## src/rtl/tlt_pkg.sv

```systemverilog
// ============================================================================
// tlt_pkg - shared types and codes for the time stamp list table
// Request and status codes, the packed stamp, the controller command and the
// datapath status groups.
// ============================================================================
`default_nettype none

package tlt_pkg;

   localparam int OP_W     = 3;
   localparam int HOUR_W   = 5;
   localparam int MIN_W    = 6;
   localparam int SEC_W    = 6;
   localparam int STATUS_W = 2;
   localparam int COUNT_W  = 5;
   localparam int WR_W     = 3;

   // request codes
   localparam logic [OP_W-1:0] OP_INS_FRONT = 3'd0;
   localparam logic [OP_W-1:0] OP_INS_END   = 3'd1;
   localparam logic [OP_W-1:0] OP_DELETE    = 3'd2;
   localparam logic [OP_W-1:0] OP_FIND      = 3'd3;
   localparam logic [OP_W-1:0] OP_REWIND    = 3'd4;
   localparam logic [OP_W-1:0] OP_READ      = 3'd5;
   localparam logic [OP_W-1:0] OP_CLEAR     = 3'd6;

   // result status codes
   localparam logic [STATUS_W-1:0] ST_OK      = 2'd0;
   localparam logic [STATUS_W-1:0] ST_FULL    = 2'd1;
   localparam logic [STATUS_W-1:0] ST_NOMATCH = 2'd2;
   localparam logic [STATUS_W-1:0] ST_EOL     = 2'd3;

   // table write source select
   localparam logic [WR_W-1:0] WR_NONE  = 3'd0;
   localparam logic [WR_W-1:0] WR_UP    = 3'd1;
   localparam logic [WR_W-1:0] WR_DOWN  = 3'd2;
   localparam logic [WR_W-1:0] WR_FRONT = 3'd3;
   localparam logic [WR_W-1:0] WR_END   = 3'd4;

   typedef struct packed {
      logic [HOUR_W-1:0] hour;
      logic [MIN_W-1:0]  minute;
      logic [SEC_W-1:0]  second;
   } stamp_type;

   typedef struct packed {
      logic                capture;
      logic                mem_rd;
      logic                rd_cursor;
      logic                idx_last_ld;
      logic                idx_zero_ld;
      logic                idx_next_ld;
      logic                idx_inc;
      logic                idx_dec;
      logic [WR_W-1:0]     wr_sel;
      logic                count_inc;
      logic                count_dec;
      logic                count_clr;
      logic                cursor_inc;
      logic                cursor_clr;
      logic                cursor_front;
      logic                cursor_del;
      logic                found_set;
      logic                rsp_load;
      logic [STATUS_W-1:0] rsp_status;
   } ctrl_cmd_type;

   typedef struct packed {
      logic [OP_W-1:0] op;
      logic            full;
      logic            empty;
      logic            cursor_lt_count;
      logic            rvalid;
      logic            hit;
      logic            prev_last;
      logic            idx_last;
      logic            idx_zero;
      logic            out_free;
   } dp_status_type;

   typedef struct packed {
      logic [STATUS_W-1:0] status;
      logic                found;
      stamp_type           stamp;
      logic [COUNT_W-1:0]  count;
      logic                full;
   } rsp_type;

endpackage

`default_nettype wire

```

## src/rtl/tlt_if.sv

```systemverilog
// ============================================================================
// tlt_if - request and response channel interfaces
// Valid/ready channels carrying the table request and the table result.
// ============================================================================
`default_nettype none

interface tlt_req_if;
   import tlt_pkg::*;

   logic              valid;
   logic              ready;
   logic [OP_W-1:0]   req_type;
   logic [HOUR_W-1:0] hour;
   logic [MIN_W-1:0]  minute;
   logic [SEC_W-1:0]  second;

   modport source (output valid, output req_type, output hour, output minute,
                   output second, input ready);
   modport sink   (input valid, input req_type, input hour, input minute,
                   input second, output ready);
endinterface

interface tlt_rsp_if;
   import tlt_pkg::*;

   logic                valid;
   logic                ready;
   logic [STATUS_W-1:0] status;
   logic                found;
   logic [HOUR_W-1:0]   out_hour;
   logic [MIN_W-1:0]    out_minute;
   logic [SEC_W-1:0]    out_second;
   logic [COUNT_W-1:0]  entry_count;
   logic                table_full;

   modport source (output valid, output status, output found, output out_hour,
                   output out_minute, output out_second, output entry_count,
                   output table_full, input ready);
   modport sink   (input valid, input status, input found, input out_hour,
                   input out_minute, input out_second, input entry_count,
                   input table_full, output ready);
endinterface

`default_nettype wire

```

## src/rtl/tlt_ctrl.sv

```systemverilog
// ============================================================================
// tlt_ctrl - request sequencer
// Decodes a captured request and steps the datapath through table walks:
// shift up for front insert, scan for delete and find, shift down after a
// delete hit, then hands the result to the output register.
// ============================================================================
`default_nettype none

module tlt_ctrl (
   input  logic                   clock,
   input  logic                   reset,
   input  logic                   req_valid,
   output logic                   req_ready,
   output tlt_pkg::ctrl_cmd_type  cmd,
   input  tlt_pkg::dp_status_type st
);
   import tlt_pkg::*;

   localparam int SW = 4;
   localparam logic [SW-1:0] S_IDLE      = 4'd0;
   localparam logic [SW-1:0] S_DECODE    = 4'd1;
   localparam logic [SW-1:0] S_UP        = 4'd2;
   localparam logic [SW-1:0] S_UP_TAIL   = 4'd3;
   localparam logic [SW-1:0] S_WR_FRONT  = 4'd4;
   localparam logic [SW-1:0] S_SCAN      = 4'd5;
   localparam logic [SW-1:0] S_DOWN      = 4'd6;
   localparam logic [SW-1:0] S_DOWN_TAIL = 4'd7;
   localparam logic [SW-1:0] S_DEL_DONE  = 4'd8;
   localparam logic [SW-1:0] S_FINISH    = 4'd9;

   logic [SW-1:0]       state_ff, state_in;
   logic [STATUS_W-1:0] status_ff, status_in;

   always_comb begin
      cmd       = '0;
      state_in  = state_ff;
      status_in = status_ff;
      req_ready = 1'b0;
      case (state_ff)
         S_IDLE: begin
            req_ready = 1'b1;
            if (req_valid) begin
               cmd.capture = 1'b1;
               state_in    = S_DECODE;
            end
         end
         S_DECODE: begin
            case (st.op)
               OP_INS_FRONT: begin
                  if (st.full) begin
                     status_in = ST_FULL;
                     state_in  = S_FINISH;
                  end else if (st.empty) begin
                     cmd.wr_sel       = WR_FRONT;
                     cmd.count_inc    = 1'b1;
                     cmd.cursor_front = 1'b1;
                     status_in        = ST_OK;
                     state_in         = S_FINISH;
                  end else begin
                     cmd.idx_last_ld = 1'b1;
                     state_in        = S_UP;
                  end
               end
               OP_INS_END: begin
                  if (st.full) begin
                     status_in = ST_FULL;
                  end else begin
                     cmd.wr_sel    = WR_END;
                     cmd.count_inc = 1'b1;
                     status_in     = ST_OK;
                  end
                  state_in = S_FINISH;
               end
               OP_DELETE: begin
                  if (st.empty) begin
                     status_in = ST_NOMATCH;
                     state_in  = S_FINISH;
                  end else begin
                     cmd.idx_zero_ld = 1'b1;
                     state_in        = S_SCAN;
                  end
               end
               OP_FIND: begin
                  if (st.empty) begin
                     status_in = ST_OK;
                     state_in  = S_FINISH;
                  end else begin
                     cmd.idx_zero_ld = 1'b1;
                     state_in        = S_SCAN;
                  end
               end
               OP_REWIND: begin
                  cmd.cursor_clr = 1'b1;
                  status_in      = ST_OK;
                  state_in       = S_FINISH;
               end
               OP_READ: begin
                  if (st.cursor_lt_count) begin
                     cmd.mem_rd     = 1'b1;
                     cmd.rd_cursor  = 1'b1;
                     cmd.cursor_inc = 1'b1;
                     status_in      = ST_OK;
                  end else begin
                     status_in = ST_EOL;
                  end
                  state_in = S_FINISH;
               end
               OP_CLEAR: begin
                  cmd.count_clr  = 1'b1;
                  cmd.cursor_clr = 1'b1;
                  status_in      = ST_OK;
                  state_in       = S_FINISH;
               end
               default: begin
                  status_in = ST_OK;
                  state_in  = S_FINISH;
               end
            endcase
         end
         S_UP: begin
            // read the next lower entry while the previous one moves up
            cmd.mem_rd = 1'b1;
            cmd.wr_sel = WR_UP;
            if (st.idx_zero) begin
               state_in = S_UP_TAIL;
            end else begin
               cmd.idx_dec = 1'b1;
            end
         end
         S_UP_TAIL: begin
            cmd.wr_sel = WR_UP;
            state_in   = S_WR_FRONT;
         end
         S_WR_FRONT: begin
            cmd.wr_sel       = WR_FRONT;
            cmd.count_inc    = 1'b1;
            cmd.cursor_front = 1'b1;
            status_in        = ST_OK;
            state_in         = S_FINISH;
         end
         S_SCAN: begin
            if (st.rvalid && st.hit) begin
               if (st.op == OP_FIND) begin
                  cmd.found_set = 1'b1;
                  status_in     = ST_OK;
                  state_in      = S_FINISH;
               end else begin
                  cmd.cursor_del = 1'b1;
                  if (st.prev_last) begin
                     state_in = S_DEL_DONE;
                  end else begin
                     cmd.idx_next_ld = 1'b1;
                     state_in        = S_DOWN;
                  end
               end
            end else if (st.rvalid && st.prev_last) begin
               status_in = (st.op == OP_FIND) ? ST_OK : ST_NOMATCH;
               state_in  = S_FINISH;
            end else begin
               cmd.mem_rd  = 1'b1;
               cmd.idx_inc = 1'b1;
            end
         end
         S_DOWN: begin
            // close the gap: read one entry ahead, write the last one down
            cmd.mem_rd = 1'b1;
            cmd.wr_sel = WR_DOWN;
            if (st.idx_last) begin
               state_in = S_DOWN_TAIL;
            end else begin
               cmd.idx_inc = 1'b1;
            end
         end
         S_DOWN_TAIL: begin
            cmd.wr_sel = WR_DOWN;
            state_in   = S_DEL_DONE;
         end
         S_DEL_DONE: begin
            cmd.count_dec = 1'b1;
            status_in     = ST_OK;
            state_in      = S_FINISH;
         end
         S_FINISH: begin
            if (st.out_free) begin
               cmd.rsp_load   = 1'b1;
               cmd.rsp_status = status_ff;
               state_in       = S_IDLE;
            end
         end
         default: begin
            state_in = S_IDLE;
         end
      endcase
   end

   always_ff @(posedge clock) begin
      if (reset) begin
         state_ff  <= S_IDLE;
         status_ff <= ST_OK;
      end else begin
         state_ff  <= state_in;
         status_ff <= status_in;
      end
   end

endmodule

`default_nettype wire

```

## src/rtl/tlt_dpath.sv

```systemverilog
// ============================================================================
// tlt_dpath - table storage and bookkeeping
// Holds the entry memory, count, read cursor, walk index, the captured
// request and the result register.
// ============================================================================
`default_nettype none

module tlt_dpath #(
   parameter int DEPTH = 16
) (
   input  logic                   clock,
   input  logic                   reset,
   input  logic [tlt_pkg::OP_W-1:0] req_op,
   input  tlt_pkg::stamp_type     req_stamp,
   input  tlt_pkg::ctrl_cmd_type  cmd,
   output tlt_pkg::dp_status_type st,
   input  logic                   rsp_ready,
   output logic                   rsp_valid,
   output tlt_pkg::rsp_type       rsp
);
   import tlt_pkg::*;

   localparam int CW = $clog2(DEPTH + 1);
   localparam int AW = (DEPTH > 1) ? $clog2(DEPTH) : 1;

   stamp_type       mem [DEPTH];
   stamp_type       rdata_ff;
   logic [AW-1:0]   prev_ff;
   logic            rvalid_ff;

   logic [OP_W-1:0] op_ff;
   stamp_type       stamp_ff;
   logic            found_ff, found_in;
   logic [CW-1:0]   idx_ff, idx_in;
   logic [CW-1:0]   count_ff, count_in;
   logic [CW-1:0]   cursor_ff, cursor_in;
   logic [CW-1:0]   cnt_m1, prev_ext;
   logic            is_full;

   logic            wr_en;
   logic [AW-1:0]   wr_addr, rd_addr;
   stamp_type       wr_data;

   rsp_type         rsp_ff, rsp_in;
   logic            rsp_valid_ff, rsp_valid_in;

   assign cnt_m1   = count_ff - CW'(1);
   assign prev_ext = CW'(prev_ff);
   assign is_full  = (count_ff == CW'(DEPTH));
   assign rd_addr  = cmd.rd_cursor ? cursor_ff[AW-1:0] : idx_ff[AW-1:0];

   // shift writes only fire once a read has landed in rdata_ff
   always_comb begin
      wr_en   = 1'b0;
      wr_addr = '0;
      wr_data = rdata_ff;
      case (cmd.wr_sel)
         WR_UP: begin
            wr_en   = rvalid_ff;
            wr_addr = prev_ff + AW'(1);
         end
         WR_DOWN: begin
            wr_en   = rvalid_ff;
            wr_addr = prev_ff - AW'(1);
         end
         WR_FRONT: begin
            wr_en   = 1'b1;
            wr_data = stamp_ff;
         end
         WR_END: begin
            wr_en   = 1'b1;
            wr_addr = count_ff[AW-1:0];
            wr_data = stamp_ff;
         end
         default: begin
            wr_en = 1'b0;
         end
      endcase
   end

   always_ff @(posedge clock) begin
      if (wr_en) begin
         mem[wr_addr] <= wr_data;
      end
   end

   always_ff @(posedge clock) begin
      if (cmd.mem_rd) begin
         rdata_ff <= mem[rd_addr];
         prev_ff  <= rd_addr;
      end
   end

   always_comb begin
      count_in = count_ff;
      if (cmd.count_clr) begin
         count_in = '0;
      end else if (cmd.count_inc) begin
         count_in = count_ff + CW'(1);
      end else if (cmd.count_dec) begin
         count_in = cnt_m1;
      end
   end

   // keep the cursor on the same entry across edits
   always_comb begin
      cursor_in = cursor_ff;
      if (cmd.cursor_clr) begin
         cursor_in = '0;
      end else if (cmd.cursor_inc) begin
         cursor_in = cursor_ff + CW'(1);
      end else if (cmd.cursor_front && (cursor_ff != '0)) begin
         cursor_in = cursor_ff + CW'(1);
      end else if (cmd.cursor_del && (prev_ext < cursor_ff)) begin
         cursor_in = cursor_ff - CW'(1);
      end
   end

   always_comb begin
      idx_in = idx_ff;
      if (cmd.idx_last_ld) begin
         idx_in = cnt_m1;
      end else if (cmd.idx_zero_ld) begin
         idx_in = '0;
      end else if (cmd.idx_next_ld) begin
         idx_in = prev_ext + CW'(1);
      end else if (cmd.idx_inc) begin
         idx_in = idx_ff + CW'(1);
      end else if (cmd.idx_dec) begin
         idx_in = idx_ff - CW'(1);
      end
   end

   always_comb begin
      found_in = found_ff;
      if (cmd.capture) begin
         found_in = 1'b0;
      end else if (cmd.found_set) begin
         found_in = 1'b1;
      end
   end

   always_comb begin
      rsp_in       = rsp_ff;
      rsp_valid_in = rsp_valid_ff;
      if (cmd.rsp_load) begin
         rsp_valid_in  = 1'b1;
         rsp_in.status = cmd.rsp_status;
         rsp_in.found  = found_ff;
         rsp_in.stamp  = ((op_ff == OP_READ) && (cmd.rsp_status == ST_OK)) ?
                         rdata_ff : '0;
         rsp_in.count  = COUNT_W'(count_ff);
         rsp_in.full   = is_full;
      end else if (rsp_ready) begin
         rsp_valid_in = 1'b0;
      end
   end

   always_ff @(posedge clock) begin
      if (cmd.capture) begin
         op_ff    <= req_op;
         stamp_ff <= req_stamp;
      end
      idx_ff   <= idx_in;
      found_ff <= found_in;
      rsp_ff   <= rsp_in;
   end

   always_ff @(posedge clock) begin
      if (reset) begin
         count_ff     <= '0;
         cursor_ff    <= '0;
         rvalid_ff    <= 1'b0;
         rsp_valid_ff <= 1'b0;
      end else begin
         count_ff     <= count_in;
         cursor_ff    <= cursor_in;
         rvalid_ff    <= cmd.mem_rd;
         rsp_valid_ff <= rsp_valid_in;
      end
   end

   always_comb begin
      st.op              = op_ff;
      st.full            = is_full;
      st.empty           = (count_ff == '0);
      st.cursor_lt_count = (cursor_ff < count_ff);
      st.rvalid          = rvalid_ff;
      st.hit             = (op_ff == OP_FIND) ? (rdata_ff.hour == stamp_ff.hour) :
                                                (rdata_ff == stamp_ff);
      st.prev_last       = (prev_ext == cnt_m1);
      st.idx_last        = (idx_ff == cnt_m1);
      st.idx_zero        = (idx_ff == '0);
      st.out_free        = !rsp_valid_ff || rsp_ready;
   end

   assign rsp_valid = rsp_valid_ff;
   assign rsp       = rsp_ff;

endmodule

`default_nettype wire

```

## src/rtl/timestamp_list_table_top.sv

```systemverilog
// ============================================================================
// timestamp_list_table_top - ordered time stamp table
// Front/end insert, delete first match, find by hour, cursor read, clear.
// ============================================================================
//
//   channel    dir   handshake      payload
//   req_chan   in    valid/ready    req_type, hour, minute, second
//   rsp_chan   out   valid/ready    status, found, out_hour, out_minute,
//                                   out_second, entry_count, table_full
//
// One request at a time.
// The walks are bound by the single read and single write port of the table.
// Reset clears state, count, cursor, valid flags; table memory is not swept.
// The result register holds while rsp_chan is stalled; the next request is
// accepted while a result still waits.
// ============================================================================
`default_nettype none

module timestamp_list_table_top #(
   parameter int DEPTH = 16
) (
   input  logic      clock,
   input  logic      reset,
   tlt_req_if.sink   req_chan,
   tlt_rsp_if.source rsp_chan
);
   import tlt_pkg::*;

   ctrl_cmd_type  dp_cmd;
   dp_status_type dp_st;
   rsp_type       rsp;
   stamp_type     req_stamp;

   assign req_stamp.hour   = req_chan.hour;
   assign req_stamp.minute = req_chan.minute;
   assign req_stamp.second = req_chan.second;

   tlt_ctrl u_ctrl (
      .clock     (clock),
      .reset     (reset),
      .req_valid (req_chan.valid),
      .req_ready (req_chan.ready),
      .cmd       (dp_cmd),
      .st        (dp_st)
   );

   tlt_dpath #(
      .DEPTH (DEPTH)
   ) u_dpath (
      .clock     (clock),
      .reset     (reset),
      .req_op    (req_chan.req_type),
      .req_stamp (req_stamp),
      .cmd       (dp_cmd),
      .st        (dp_st),
      .rsp_ready (rsp_chan.ready),
      .rsp_valid (rsp_chan.valid),
      .rsp       (rsp)
   );

   assign rsp_chan.status      = rsp.status;
   assign rsp_chan.found       = rsp.found;
   assign rsp_chan.out_hour    = rsp.stamp.hour;
   assign rsp_chan.out_minute  = rsp.stamp.minute;
   assign rsp_chan.out_second  = rsp.stamp.second;
   assign rsp_chan.entry_count = rsp.count;
   assign rsp_chan.table_full  = rsp.full;

`ifndef ASSERT_OFF
   a_one_at_a_time: assert property (@(posedge clock) disable iff (reset)
      (req_chan.valid && req_chan.ready) |=> !req_chan.ready)
      else $error("request accepted while another is in progress");

   a_full_status: assert property (@(posedge clock) disable iff (reset)
      (rsp_chan.valid && (rsp_chan.status == ST_FULL)) |-> rsp_chan.table_full)
      else $error("insert dropped while table not full");

   a_zero_stamp: assert property (@(posedge clock) disable iff (reset)
      (rsp_chan.valid && (rsp_chan.status != ST_OK)) |->
      ((rsp_chan.out_hour == '0) && (rsp_chan.out_minute == '0) &&
       (rsp_chan.out_second == '0)))
      else $error("stamp reported on failed request");

   a_no_insert_full: assert property (@(posedge clock) disable iff (reset)
      dp_st.full |-> ((dp_cmd.wr_sel != WR_END) && (dp_cmd.wr_sel != WR_FRONT)))
      else $error("insert write into full table");
`endif

endmodule

`default_nettype wire
```

## src/flat_wrapper.sv

```systemverilog
// flat-port wrapper written by rule: the top's interface ports become plain ports
module timestamp_list_table_top_flat import tlt_pkg::*;
#(
   parameter int DEPTH = 16
)
  (clock, reset, req_chan_valid, req_chan_req_type, req_chan_hour, req_chan_minute, req_chan_second, req_chan_ready, rsp_chan_valid, rsp_chan_status, rsp_chan_found, rsp_chan_out_hour, rsp_chan_out_minute, rsp_chan_out_second, rsp_chan_entry_count, rsp_chan_table_full, rsp_chan_ready);
  tlt_req_if req_chan_i ();
  tlt_rsp_if rsp_chan_i ();
  input  logic clock;
  input  logic reset;
  input wire logic [$bits(req_chan_i.valid)-1:0] req_chan_valid;
  input wire logic [$bits(req_chan_i.req_type)-1:0] req_chan_req_type;
  input wire logic [$bits(req_chan_i.hour)-1:0] req_chan_hour;
  input wire logic [$bits(req_chan_i.minute)-1:0] req_chan_minute;
  input wire logic [$bits(req_chan_i.second)-1:0] req_chan_second;
  output wire logic [$bits(req_chan_i.ready)-1:0] req_chan_ready;
  output wire logic [$bits(rsp_chan_i.valid)-1:0] rsp_chan_valid;
  output wire logic [$bits(rsp_chan_i.status)-1:0] rsp_chan_status;
  output wire logic [$bits(rsp_chan_i.found)-1:0] rsp_chan_found;
  output wire logic [$bits(rsp_chan_i.out_hour)-1:0] rsp_chan_out_hour;
  output wire logic [$bits(rsp_chan_i.out_minute)-1:0] rsp_chan_out_minute;
  output wire logic [$bits(rsp_chan_i.out_second)-1:0] rsp_chan_out_second;
  output wire logic [$bits(rsp_chan_i.entry_count)-1:0] rsp_chan_entry_count;
  output wire logic [$bits(rsp_chan_i.table_full)-1:0] rsp_chan_table_full;
  input wire logic [$bits(rsp_chan_i.ready)-1:0] rsp_chan_ready;
  assign req_chan_i.valid = req_chan_valid;
  assign req_chan_i.req_type = req_chan_req_type;
  assign req_chan_i.hour = req_chan_hour;
  assign req_chan_i.minute = req_chan_minute;
  assign req_chan_i.second = req_chan_second;
  assign req_chan_ready = req_chan_i.ready;
  assign rsp_chan_valid = rsp_chan_i.valid;
  assign rsp_chan_status = rsp_chan_i.status;
  assign rsp_chan_found = rsp_chan_i.found;
  assign rsp_chan_out_hour = rsp_chan_i.out_hour;
  assign rsp_chan_out_minute = rsp_chan_i.out_minute;
  assign rsp_chan_out_second = rsp_chan_i.out_second;
  assign rsp_chan_entry_count = rsp_chan_i.entry_count;
  assign rsp_chan_table_full = rsp_chan_i.table_full;
  assign rsp_chan_i.ready = rsp_chan_ready;
  timestamp_list_table_top #(.DEPTH(DEPTH)) u_core (.clock(clock), .reset(reset), .req_chan(req_chan_i), .rsp_chan(rsp_chan_i));
endmodule
```

## config.mk

```make
export PLATFORM = sky130hd
export DESIGN_NAME = timestamp_list_table_top_flat
export DESIGN_NICKNAME = d
export VERILOG_FILES = /design/src/rtl/tlt_pkg.sv /design/src/rtl/tlt_if.sv /design/src/rtl/tlt_ctrl.sv /design/src/rtl/tlt_dpath.sv /design/src/rtl/timestamp_list_table_top.sv /design/src/flat_wrapper.sv
export SDC_FILE = /design/constraint.sdc
export NUM_CORES = 1
export LEC_CHECK = 0
export ABC_AREA = 1
export BUFFER_PORTS_ARGS = -buffer_cell sky130_fd_sc_hd__buf_2
export CAP_MARGIN = 20
export CELL_PAD_IN_SITES_DETAIL_PLACEMENT = 0
export CELL_PAD_IN_SITES_GLOBAL_PLACEMENT = 1
export CORE_MARGIN = 3
export CORE_UTILIZATION = 53
export CTS_CLUSTER_DIAMETER = 30
export CTS_CLUSTER_SIZE = 24
export DETAILED_ROUTE_END_ITERATION = 8
export PLACE_DENSITY = 0.89
export SYNTH_ARGS = -nofsm -noshare
export SYNTH_HDL_FRONTEND = slang
export SYNTH_SLANG_ARGS = --single-unit
```

## constraint.sdc

```tcl
create_clock -name clock -period 8.6 [get_ports clock]
set_input_delay 0 -clock clock [delete_from_list [all_inputs] [get_ports clock]]
set_output_delay 0 -clock clock [all_outputs]
set_load 0.02 [all_outputs]
```

==> impl_metrics.tcl <==
set metrics [dict create \
    cts.sinks 363 \
    cp_max_fo 48 \
    synth-edff-count 344 \
    synth_area_leaders "edfxtp_1 62%, nand2_1 11%, nand3_1 7.2%" \
    grt_pass1_wl_um 67900 \
    final_nets 1900 \
    clock_power_share_pct 47.8 \
    synthTopCellsByCount "510 x nand2_1, 344 x edfxtp_1, 294 x inv_1" \
    start_util_pct 54.3 \
    start_kind "flop" \
    async_flop_share_pct 0 \
    rsz0062_at_grt "false" \
    antenna_left 0 \
    tritoncts "yes" \
    period_needed_ps 3980 \
    crit_type "reg2reg" \
    hp-class "in2reg" \
    wl_per_cell_um 19.0 \
    multi_input_area_mm2 0.00467 \
    grt_max_degree 89 \
    critPathArrivalTime_ps 4320 \
    grt_pass1_vias 12300 \
    crit_path_cell_trace "inv_1 > ha_1 > a21oi_1 > o21a_1 > nand3_4 > o21ai_4 > buf_4 > inv_2 > buf_4 > nand3_1 > nand3_1 > nand3_1 > nand2_1" \
    antenna_cells 0 \
    critical_path_buf_inv_count 4 \
    fillers 2238 \
    netSwitchingPower_mw 1.99 \
    ioPinCount 52 \
    dr.pass1.iters 6 \
    yosys_warnings 0 \
    gp_congestion 0.972 \
    worst_slew_pin_slew_ps 1130 \
    setup_tns_ps 0 \
    avgSynthCellArea_um2 9.70 \
    cts.clk_slew.worst_paths_ps 50 \
    p_seq_share_pct 33.5 \
    seq_area_mm2 0.0107 \
    chipHeight_um 184 \
    num_rows 64 \
    fin_crit_sh_pct 46.3 \
    drc 0 \
    finalCoreUtilization_pct 66.9 \
    ys_seq_area_share_pct 64.0 \
    htreeDepth 3 \
    slew_viol_final 0 \
    synth_area_mm2 0.0167 \
    synth_cell_type_count 37 \
    cp_top_family "buffers and inverters" \
    drive_gt1_share_pct 13.1 \
    switching_share_pct 30.1 \
    portBuffers 51 \
    dp.final_hpwl_um 26900 \
    yosysMostFrequentCell "nand2_1" \
    slew_headroom_pct 24.5 \
    setup_violations 0 \
    max_freq_ghz 0.251 \
    netlist.area_leader.share_pct 61.7 \
    ys_seq_elements 363 \
    hold_viol 0 \
    combPwrFrac_pct 18.7 \
    numCtsBuffers 79 \
    end_kind "flop" \
    via_per_inst 5.37 \
    areaGrowthSynthToFinish_pct 23.2 \
    synth_top_area_cell "edfxtp_1" \
    power.leakage_nw 8.90 \
    cp_slowest_cell "buf_4" \
    vias 12500 \
    core_mm2 0.0308 \
    cpMostUsedCell "nand3_1" \
    outcome "complete, no violations" \
    clk_path_buf_depth 3 \
    p_per_area_mw_per_mm2 320 \
    timing.critical_path.required_ps 8940 \
    gr-total-overflow 0 \
    syn_inst 1725 \
    clock_latency_ps 600 \
    ys_dominant_reg_cell "edfxtp_1" \
    synth_nets 1768 \
    cts-root-buf "clkbuf_16" \
    slowest_delay_ps 500 \
    fp.dieArea_mm2 0.0337 \
    p_int_mw 4.61 \
    antenna_found_initial 0 \
    ir_worst_vdd_uv 231 \
    track_usage_pct 26.3 \
    cap_viol_max_count 0 \
    initialDrtViolationCount 1310 \
    dieWidth_um 184 \
    routed_wl_um 44000 \
    final.setup_skew_ps 54.7 \
]
==> logic make-up (layout without fill, tap and decap cells) <==
kind of cell    count (synthesis)  in the layout  synth area share, %
buf+inv                       360            557                 8.57
xor+xnor                       20             20                 1.05
fa+ha+maj                      19             19                 1.51
flops                         363            363                 64.0
simple gates                  869            869                 21.7
compound gates                 94             94                 3.15
==> metrics by stage <==
stage / worst slack (ps) / hold slack [ps] / total power [mW] / std cells / area (um^2)
after floorplan: 5340 / 69.1 / 3.03 / 1725 / 16700
after global placement: 4750 / 178 / 3.42 / 2143 / 17500
after detailed placement: 4670 / 178 / 3.44 / 2143 / 17500
after CTS: 4680 / 92.6 / 6.60 / 2312 / 20500
after global routing: 4330 / 120 / 6.86 / 2318 / 20600
final: 4620 / 124 / 6.60 / 2318 / 20600
==> flip-flops by register name (all words and copies together), names as in the netlist <==
| register | cells |
|---|---|
| u_core.u_dpath.found_ff | 1 |
| u_core.u_dpath.count_ff | 5 |
| u_core.u_ctrl.status_ff | 2 |
| u_core.u_dpath.prev_ff | 4 |
| u_core.u_dpath.mem | 272 |
| u_core.u_dpath.rsp | 26 |
| u_core.u_dpath.rvalid_ff | 1 |
| u_core.u_dpath.op_ff | 3 |
| u_core.u_dpath.cursor_ff | 5 |
| u_core.u_dpath.rdata_ff | 17 |
| u_core.u_dpath.stamp_ff | 17 |
| u_core.u_ctrl.state_ff | 4 |
| u_core.u_dpath.idx_ff | 5 |
| u_core.u_dpath.rsp_valid | 1 |
==> final timing paths <==
kind	end	slack, ps	cells past startpoint	from
min	u_core.u_dpath.stamp_ff[8]	120	2	req_chan_minute[2]
min reg2reg	u_core.u_dpath.rsp[23]	440	0	u_core.u_dpath.found_ff
max reg2reg	u_core.u_dpath.rdata_ff[3]	4620	13	u_core.u_dpath.count_ff[2]
max	u_core.u_dpath.rdata_ff[3]	4620	13	u_core.u_dpath.count_ff[2]
==> layout make-up <==
cell class | count | share of cell area (%)
clock buffers | 88 | 9.75
clock inverters | 58 | 3.93
inverters | 302 | 5.50
multi-input cells | 1002 | 22.7
flip-flops and latches | 363 | 51.9
well taps | 396 | 2.40
repair buffers | 109 | 3.83
==> cell usage in the layout, fill, tap and decap left out, types with 23 or more instances in the layout <==
master / count
buf_4: 29
clkbuf_16: 79
nand2_1: 509
o21ai_0: 49
inv_1: 294
nand3_1: 241
dlygate4sd3_1: 23
a21oi_1: 24
edfxtp_1: 344
buf_2: 51
nor2_1: 76
==> repair_timing <==
| action | in CTS | in global routing |
|---|---|---|
| setup endpoints to repair | 0 | 0 |
| gates resized for setup | 0 | 0 |
| setup buffers | 0 | 0 |
| endpoints found under the hold margin | 38 | 0 |
| hold buffers | 23 | 0 |
==> per-layer routing <==
layer	vias up	track usage (%)	wire, um
met5	-	0	0
met4	0	11.2	1580
met3	121	5.40	3470
met2	561	43.3	21000
met1	5844	34.4	17900
li1	5926	-	-
==> power by group through the flow <==
| stage | Sequential (mW) | Combinational (mW) | Clock, mW |
|---|---|---|---|
| 2_1_floorplan | 2.23 | 0.800 | 0 |
| 3_3_place_gp | 2.24 | 1.18 | 0 |
| 3_5_place_dp | 2.24 | 1.20 | 0 |
| 4_1_cts | 2.21 | 1.22 | 3.17 |
| 5_1_grt | 2.22 | 1.37 | 3.27 |
| 6_report | 2.21 | 1.23 | 3.15 |
No activity file was read; power rests on OpenSTA's default activity.
